`src/rtl/int4_group_scaled_dot_product_macros.svh`:
```
// Assertion macros shared by the dot product block.
`ifndef INT4_GROUP_SCALED_DOT_PRODUCT_MACROS_SVH
`define INT4_GROUP_SCALED_DOT_PRODUCT_MACROS_SVH

// Same-cycle implication, checked outside reset.
`define IGSDP_ASSERT_NOW(label, ante, cons) \
  label: assert property (@(posedge clk) disable iff (rst) (ante) |-> (cons)) \
    else $error("igsdp: same-cycle check failed");

// Next-cycle implication, checked outside reset.
`define IGSDP_ASSERT_NEXT(label, ante, cons) \
  label: assert property (@(posedge clk) disable iff (rst) (ante) |=> (cons)) \
    else $error("igsdp: next-cycle check failed");

`endif

```
`src/rtl/igsdp_pkg.sv`:
```
// Widths and types shared by the dot product block.
package igsdp_pkg;

  localparam int ACT_W  = 16;               // Q3.12 activation
  localparam int SCL_W  = 16;               // Q3.12 group scale
  localparam int NIB_W  = 4;                // int4 weight
  localparam int PAIR_W = 2 * NIB_W;        // packed weight byte
  localparam int WP_W   = ACT_W + NIB_W;    // act * weight
  localparam int LP_W   = WP_W + SCL_W;     // act * weight * scale
  localparam int SUM_W  = 48;               // accumulator, 24 fraction bits

  typedef struct packed {
    logic valid;
    logic last;
  } ctl_t;

endpackage

```
`src/rtl/igsdp_in_if.sv`:
```
// Column pair channel: valid/ready handshake with the pair payload.
interface igsdp_in_if;
  import igsdp_pkg::*;

  logic                     valid;
  logic                     ready;
  logic signed [ACT_W-1:0]  act_even;
  logic signed [ACT_W-1:0]  act_odd;
  logic        [PAIR_W-1:0] packed_pair;
  logic signed [SCL_W-1:0]  group_scale;
  logic                     last_pair;

  modport source (output valid, act_even, act_odd, packed_pair, group_scale, last_pair,
                  input ready);
  modport sink   (input valid, act_even, act_odd, packed_pair, group_scale, last_pair,
                  output ready);
endinterface

```
`src/rtl/igsdp_out_if.sv`:
```
// Result channel: valid/ready handshake with the dot product sum.
interface igsdp_out_if;
  import igsdp_pkg::*;

  logic                    valid;
  logic                    ready;
  logic signed [SUM_W-1:0] dot_sum;

  modport source (output valid, dot_sum, input ready);
  modport sink   (input valid, dot_sum, output ready);
endinterface

```
`src/rtl/igsdp_lane.sv`:
```
// One multiplier lane: activation times int4 weight, then times group scale.
module igsdp_lane
  import igsdp_pkg::*;
(
  input  logic                    clk,
  input  logic                    en,
  input  logic signed [ACT_W-1:0] act,
  input  logic        [NIB_W-1:0] nibble,
  input  logic signed [SCL_W-1:0] scale,
  output logic signed [LP_W-1:0]  prod
);

  logic signed [WP_W-1:0]  wprod;
  logic signed [SCL_W-1:0] scale_d;
  logic signed [WP_W-1:0]  wprod_next;
  logic signed [LP_W-1:0]  prod_next;

  // nibble is two's complement, -8..7
  always_comb begin
    wprod_next = WP_W'(act) * WP_W'($signed(nibble));
    prod_next  = LP_W'(wprod) * LP_W'(scale_d);
  end

  always_ff @(posedge clk) begin
    if (en) begin
      wprod   <= wprod_next;
      scale_d <= scale;
      prod    <= prod_next;
    end
  end

endmodule

```
`src/rtl/igsdp_merge.sv`:
```
// Merge stage: adds the lane products into the running sum, emits on last pair.
module igsdp_merge
  import igsdp_pkg::*;
(
  input  logic                   clk,
  input  logic                   rst,
  input  logic                   en,
  input  ctl_t                   ctl,
  input  logic signed [LP_W-1:0] prod_even,
  input  logic signed [LP_W-1:0] prod_odd,
  input  logic                   out_ready,
  output logic                   out_valid,
  output logic signed [SUM_W-1:0] out_sum
);

  logic signed [SUM_W-1:0] running_sum;
  logic signed [SUM_W-1:0] running_sum_next;

  // sum wraps modulo 2^48
  always_comb begin
    running_sum_next = running_sum + SUM_W'(prod_even) + SUM_W'(prod_odd);
  end

  always_ff @(posedge clk) begin
    if (rst) begin
      running_sum <= '0;
      out_valid   <= 1'b0;
    end else begin
      if (en && ctl.valid && ctl.last) begin
        running_sum <= '0;
        out_valid   <= 1'b1;
      end else begin
        if (out_valid && out_ready) begin
          out_valid <= 1'b0;
        end
        if (en && ctl.valid) begin
          running_sum <= running_sum_next;
        end
      end
    end
  end

  always_ff @(posedge clk) begin
    if (en && ctl.valid && ctl.last) begin
      out_sum <= running_sum_next;
    end
  end

endmodule

```
`src/rtl/int4_group_scaled_dot_product.sv`:
```
// Pipeline: a pair accepted into s1 and the lane wprod registers moves on to s2 and
// the lane prod registers, then updates the sum in the merge stage, which registers a last pair's result.
// Throughput: one column pair per cycle through the two multiplier lanes; the
// pipeline stalls only while a last pair meets an untaken result.
// Reset (rst, synchronous): clears the running sum, stage valids and the result valid.
module int4_group_scaled_dot_product
  import igsdp_pkg::*;
(
  input logic         clk,
  input logic         rst,
  igsdp_in_if.sink    pairs,
  igsdp_out_if.source sums
);

`include "int4_group_scaled_dot_product_macros.svh"

  ctl_t s1;
  ctl_t s2;
  logic en;
  logic signed [LP_W-1:0] prod_even;
  logic signed [LP_W-1:0] prod_odd;

  // hold everything only when a last pair would overwrite an untaken result
  assign en = !(s2.valid && s2.last && sums.valid && !sums.ready);
  assign pairs.ready = en;

  always_ff @(posedge clk) begin
    if (rst) begin
      s1 <= '0;
      s2 <= '0;
    end else if (en) begin
      s1.valid <= pairs.valid;
      s1.last  <= pairs.last_pair;
      s2       <= s1;
    end
  end

  igsdp_lane u_lane_even (
    .clk    (clk),
    .en     (en),
    .act    (pairs.act_even),
    .nibble (pairs.packed_pair[NIB_W-1:0]),
    .scale  (pairs.group_scale),
    .prod   (prod_even)
  );

  igsdp_lane u_lane_odd (
    .clk    (clk),
    .en     (en),
    .act    (pairs.act_odd),
    .nibble (pairs.packed_pair[PAIR_W-1:NIB_W]),
    .scale  (pairs.group_scale),
    .prod   (prod_odd)
  );

  igsdp_merge u_merge (
    .clk       (clk),
    .rst       (rst),
    .en        (en),
    .ctl       (s2),
    .prod_even (prod_even),
    .prod_odd  (prod_odd),
    .out_ready (sums.ready),
    .out_valid (sums.valid),
    .out_sum   (sums.dot_sum)
  );

  `IGSDP_ASSERT_NOW(a_stall_only_on_full, !pairs.ready, sums.valid && !sums.ready)
  `IGSDP_ASSERT_NEXT(a_last_gives_result, en && s2.valid && s2.last, sums.valid)
  `IGSDP_ASSERT_NEXT(a_no_spurious_result, !sums.valid && !(s2.valid && s2.last), !sums.valid)

endmodule

```
`src/flat_wrapper.sv`:
```
// flat-port wrapper written by rule: the top's interface ports become plain ports
module int4_group_scaled_dot_product_flat import igsdp_pkg::*;
  (clk, rst, pairs_valid, pairs_act_even, pairs_act_odd, pairs_packed_pair, pairs_group_scale, pairs_last_pair, pairs_ready, sums_valid, sums_dot_sum, sums_ready);
  igsdp_in_if pairs_i ();
  igsdp_out_if sums_i ();
  input logic clk;
  input logic rst;
  input wire logic [$bits(pairs_i.valid)-1:0] pairs_valid;
  input wire logic [$bits(pairs_i.act_even)-1:0] pairs_act_even;
  input wire logic [$bits(pairs_i.act_odd)-1:0] pairs_act_odd;
  input wire logic [$bits(pairs_i.packed_pair)-1:0] pairs_packed_pair;
  input wire logic [$bits(pairs_i.group_scale)-1:0] pairs_group_scale;
  input wire logic [$bits(pairs_i.last_pair)-1:0] pairs_last_pair;
  output wire logic [$bits(pairs_i.ready)-1:0] pairs_ready;
  output wire logic [$bits(sums_i.valid)-1:0] sums_valid;
  output wire logic [$bits(sums_i.dot_sum)-1:0] sums_dot_sum;
  input wire logic [$bits(sums_i.ready)-1:0] sums_ready;
  assign pairs_i.valid = pairs_valid;
  assign pairs_i.act_even = pairs_act_even;
  assign pairs_i.act_odd = pairs_act_odd;
  assign pairs_i.packed_pair = pairs_packed_pair;
  assign pairs_i.group_scale = pairs_group_scale;
  assign pairs_i.last_pair = pairs_last_pair;
  assign pairs_ready = pairs_i.ready;
  assign sums_valid = sums_i.valid;
  assign sums_dot_sum = sums_i.dot_sum;
  assign sums_i.ready = sums_ready;
  int4_group_scaled_dot_product u_core (.clk(clk), .rst(rst), .pairs(pairs_i), .sums(sums_i));
endmodule
```
`config.mk`:
```
export PLATFORM = sky130hd
export DESIGN_NAME = int4_group_scaled_dot_product_flat
export DESIGN_NICKNAME = d
export VERILOG_FILES = /design/src/rtl/igsdp_pkg.sv /design/src/rtl/igsdp_in_if.sv /design/src/rtl/igsdp_out_if.sv /design/src/rtl/igsdp_lane.sv /design/src/rtl/igsdp_merge.sv /design/src/rtl/int4_group_scaled_dot_product.sv /design/src/flat_wrapper.sv
export VERILOG_INCLUDE_DIRS = /design/src /design/src/rtl
export SDC_FILE = /design/constraint.sdc
export NUM_CORES = 2
export LEC_CHECK = 0
export ABC_AREA = 1
export BUFFER_PORTS_ARGS = -buffer_cell sky130_fd_sc_hd__buf_2
export CORE_UTILIZATION = 41
export DETAILED_ROUTE_END_ITERATION = 12
export GPL_ROUTABILITY_DRIVEN = 0
export GPL_TIMING_DRIVEN = 0
export SYNTH_ARGS = -nofsm -noshare
export SYNTH_HDL_FRONTEND = slang
export SYNTH_HIERARCHICAL = 1
export SYNTH_SLANG_ARGS = --single-unit
```
`constraint.sdc`:
```
create_clock -name clk -period 13.5 [get_ports clk]
set_input_delay 0.675 -clock clk [delete_from_list [all_inputs] [get_ports clk]]
set_output_delay 0.675 -clock clk [all_outputs]
set_load 0.02 [all_outputs]
```
==> results by group <==
Die
  – I/O pin total: 111
  – Initial Util: 41.6%
  – Placement Rows: 118
  – Die ar.: 0.107 mm2
  – Core area: 0.104 mm2
  – Die height: 327 um
  – Die width: 327 um

Setup path
  – Cell at the slowest stage of the critical path: fa_1
  – R2R Setup Slk: 6560 ps
  – Worst reg2reg endpoint: u_core/u_lane_even/prod[33]
  – CP Buf/Inv Count: 7
  – Reg2reg path depth: 23
  – Reg2reg start: u_core/u_lane_even/wprod[5]
  – Arrival time worst endpoint: 7190 ps
  – Worst EP required: 13760 ps
  – Cell family contributing the most delay on the critical path: adder cells
  – Setup CP Type: reg2reg
  – Cell Chain, Critical Path: clkbuf_1 -> clkbuf_1 -> nand2_1 -> fa_1 -> inv_1 -> fa_1 -> inv_1 -> fa_1 -> inv_1 -> fa_1 -> fa_1 -> inv_1 -> fa_1 -> inv_1 -> ha_1 -> nand2_1 -> nand2_1 -> a21oi_1 -> nand3_2 -> nand2_2 -> nand2_1 -> nand2_1 -> nand2_1
  – Crit path max fanout: 10
  – Crit-path max cell delay: 630 ps
  – CP Launch Type: flop
  – Kind of end point of the critical path: flop
  – Crit path from: u_core/u_lane_even/wprod[5]

Min path
  – Hold path depth: 1
  – Hold endpoint: u_core/u_lane_odd/scale_d[8]
  – Critical hold path startpoint: pairs_group_scale[8]
  – Hold crit path type: in2reg

CTS
  – Sink Count: 245
  – CTS tree: built
  – H-tree levels: 2
  – Clock Path Buffers: 3
  – Post-CTS Hold Fix Bufs: 0
  – Post-CTS Repair Setup Buffers: 0
  – Clock-pin slew on the worst setup and hold paths: 60 ps
  – Worst skew pair latency: 610 ps
  – CTS Buf Count: 34
  – Root buf cell: clkbuf_16
  – PostCTS Resize Cnt: 0

Layout
  – Fin cells: 7166
  – Fraction of layout instances using a drive strength above 1: 4.75%
  – Final nets: 6869
  – Most frequent cells in the layout: nand2_1 (1634), inv_1 (1615), fa_1 (750)
  – Commonest non-fill, non-tap cell in the layout: nand2_1
  – Layout area overhead: 8.15%
  – Final core area utilization: 45.0%
  – Fillers: 10700

Route
  – DR vias/cell: 4.74
  – Final ANT Viol Nets: 0
  – DR vias: 33900
  – Post-DR wirelength/cell: 16.2 um
  – DR iter-0 viols: 2338
  – Drt first pass iters: 6
  – DR DRC count: 0
  – Post-Route WL: 116000 um

STA
  – Setup violations, final: 0
  – Fin crit period: 6940 ps
  – Clock Skew: 57.0 ps
  – Slew margin rel.: 31.6%
  – Final max-slew violation count: 0
  – Count of final hold-check violations: 0
  – Fmax achieved: 144 MHz
  – Period utilization: 51.4%
  – RSZ-0062 raised after global routing: no
  – Total negative slack: 0 ps
  – Worst Tran Pin Value: 1030 ps

Yosys
  – Yosys top cell area share: 34.7%
  – Area leader, netlist: fa_1
  – Synth cell types: 41
  – Ys Warns: 6
  – Avg Inst Size Synth: 7.70 um2
  – Cells after Synth: 5617
  – Primary FF master, synth: edfxtp_1
  – Synthesized area: 0.0433 mm2
  – Register area share after synthesis: 15.8%
  – EDFF count, synth: 192
  – Post-synth ARST share: 0%
  – Synth area leaders: fa_1 (35%), nand2_1 (14%), inv_1 (14%)
  – Number of synthesized register bits: 245
  – Syn Nets: 6727

Outcome
  – Status: completed

Global routing
  – Largest net degree at the start of global routing: 89
  – Vias in the first global route: 34900
  – GRT overflow: 0
  – First-pass GRT wire length: 187000 um
  – Initial antenna violation count: 2
  – GRT Total Usage: 22.6%

Place
  – Inst Count DP: 7103
  – Buffers on Ports: 104
  – Post-DP HPWL: 98600 um

Job
  – Maxcap violations: 0
## logic make-up after synthesis
| logic type | count (synthesis) | share of synthesized area, % |
|---|---|---|
| DFF | 245 | 15.8 |
| AOI/OAI and AO/OA | 204 | 2.55 |
| adders and majority gates | 1049 | 43.3 |
| buffers and inverters | 1787 | 15.5 |
| and+or+nand+nor | 2236 | 20.9 |
| xor gates and xnor gates | 96 | 1.94 |
## worst max-delay path by stage
stage / end / slack, ps / cells past startpoint
detailed placement: u_core/u_lane_even/prod[33] / 6630 / 23
global placement: u_core/u_merge/running_sum[23] / 6200 / 12
finish: u_core/u_lane_even/prod[33] / 6560 / 23
CTS: u_core/u_lane_even/prod[33] / 6630 / 23
global route: u_core/u_lane_even/prod[35] / 6100 / 23
floorplan: u_core/u_lane_even/prod[35] / 7640 / 23
## worst register-to-register path, stage by stage, from the launching register on
cell and delay, ps:
edfxtp_1 330, clkbuf_1 460, clkbuf_1 620, nand2_1 170, fa_1 580, inv_1 60
fa_1 500, inv_1 50, fa_1 480, inv_1 60, fa_1 520, fa_1 550
inv_1 50, fa_1 630, inv_1 70, ha_1 380, nand2_1 90, nand2_1 70
a21oi_1 310, nand3_2 210, nand2_2 110, nand2_1 50, nand2_1 60, nand2_1 200
## routing by layer
metal | wire length, um | up-vias | global-route usage, %
met5 | 22 | - | 0
met4 | 4770 | 4 | 8.32
met3 | 9410 | 238 | 5.02
met2 | 51200 | 1130 | 35.8
met1 | 50500 | 16100 | 30.1
li1 | - | 16400 | -
## metrics by stage
step / cell area [um2] / hold WS, ps / setup slack, ps
after detailed placement: 45600 / 455 / 6630
after CTS: 46800 / 251 / 6630
after floorplan: 43300 / 430 / 7640
after global placement: 45500 / 452 / 6200
final: 46800 / 281 / 6560
after global routing: 46800 / 253 / 6100
## cells in the mapped netlist, types with 28 or more instances
cell         n
nand4_1     28
nand3_1    146
ha_1       299
nor2_1     302
fa_1       750
or2_2       35
inv_1     1616
nand2_1   1634
dfxtp_1     53
o21ai_0     52
edfxtp_1   192
a21oi_1    120
xor2_1      84
clkbuf_1   157
## final cells by class
type / instances / area (um2) / area share (%)
diodes: 1 / 2.50 / 0.00535
plain buffers: 165 / 627 / 1.34
clock buffers: 39 / 911 / 1.95
clock inverters: 23 / 305 / 0.652
inverters: 1622 / 6090 / 13.0
multi-input cells: 3585 / 29700 / 63.6
flip-flops and latches: 245 / 6830 / 14.6
well taps: 1380 / 1730 / 3.69
repair buffers: 106 / 568 / 1.21
## flip-flops by register name, summed over array words and instances (netlist names)
name / count
u_core/u_merge/out_sum: 48
u_core/u_merge/running_sum: 48
u_core/u_lane_even/prod: 36
u_core/u_lane_odd/prod: 36
u_core/u_lane_even/wprod: 20
u_core/u_lane_odd/wprod: 20
u_core/u_lane_even/scale_d: 16
u_core/u_lane_odd/scale_d: 16
u_core/s1: 2
u_core/s2: 2
u_core/u_merge/out_valid: 1
Power is left out: the tool's default activity adds up to more than one toggle a clock period on the data nets, which glitch-free logic cannot reach.
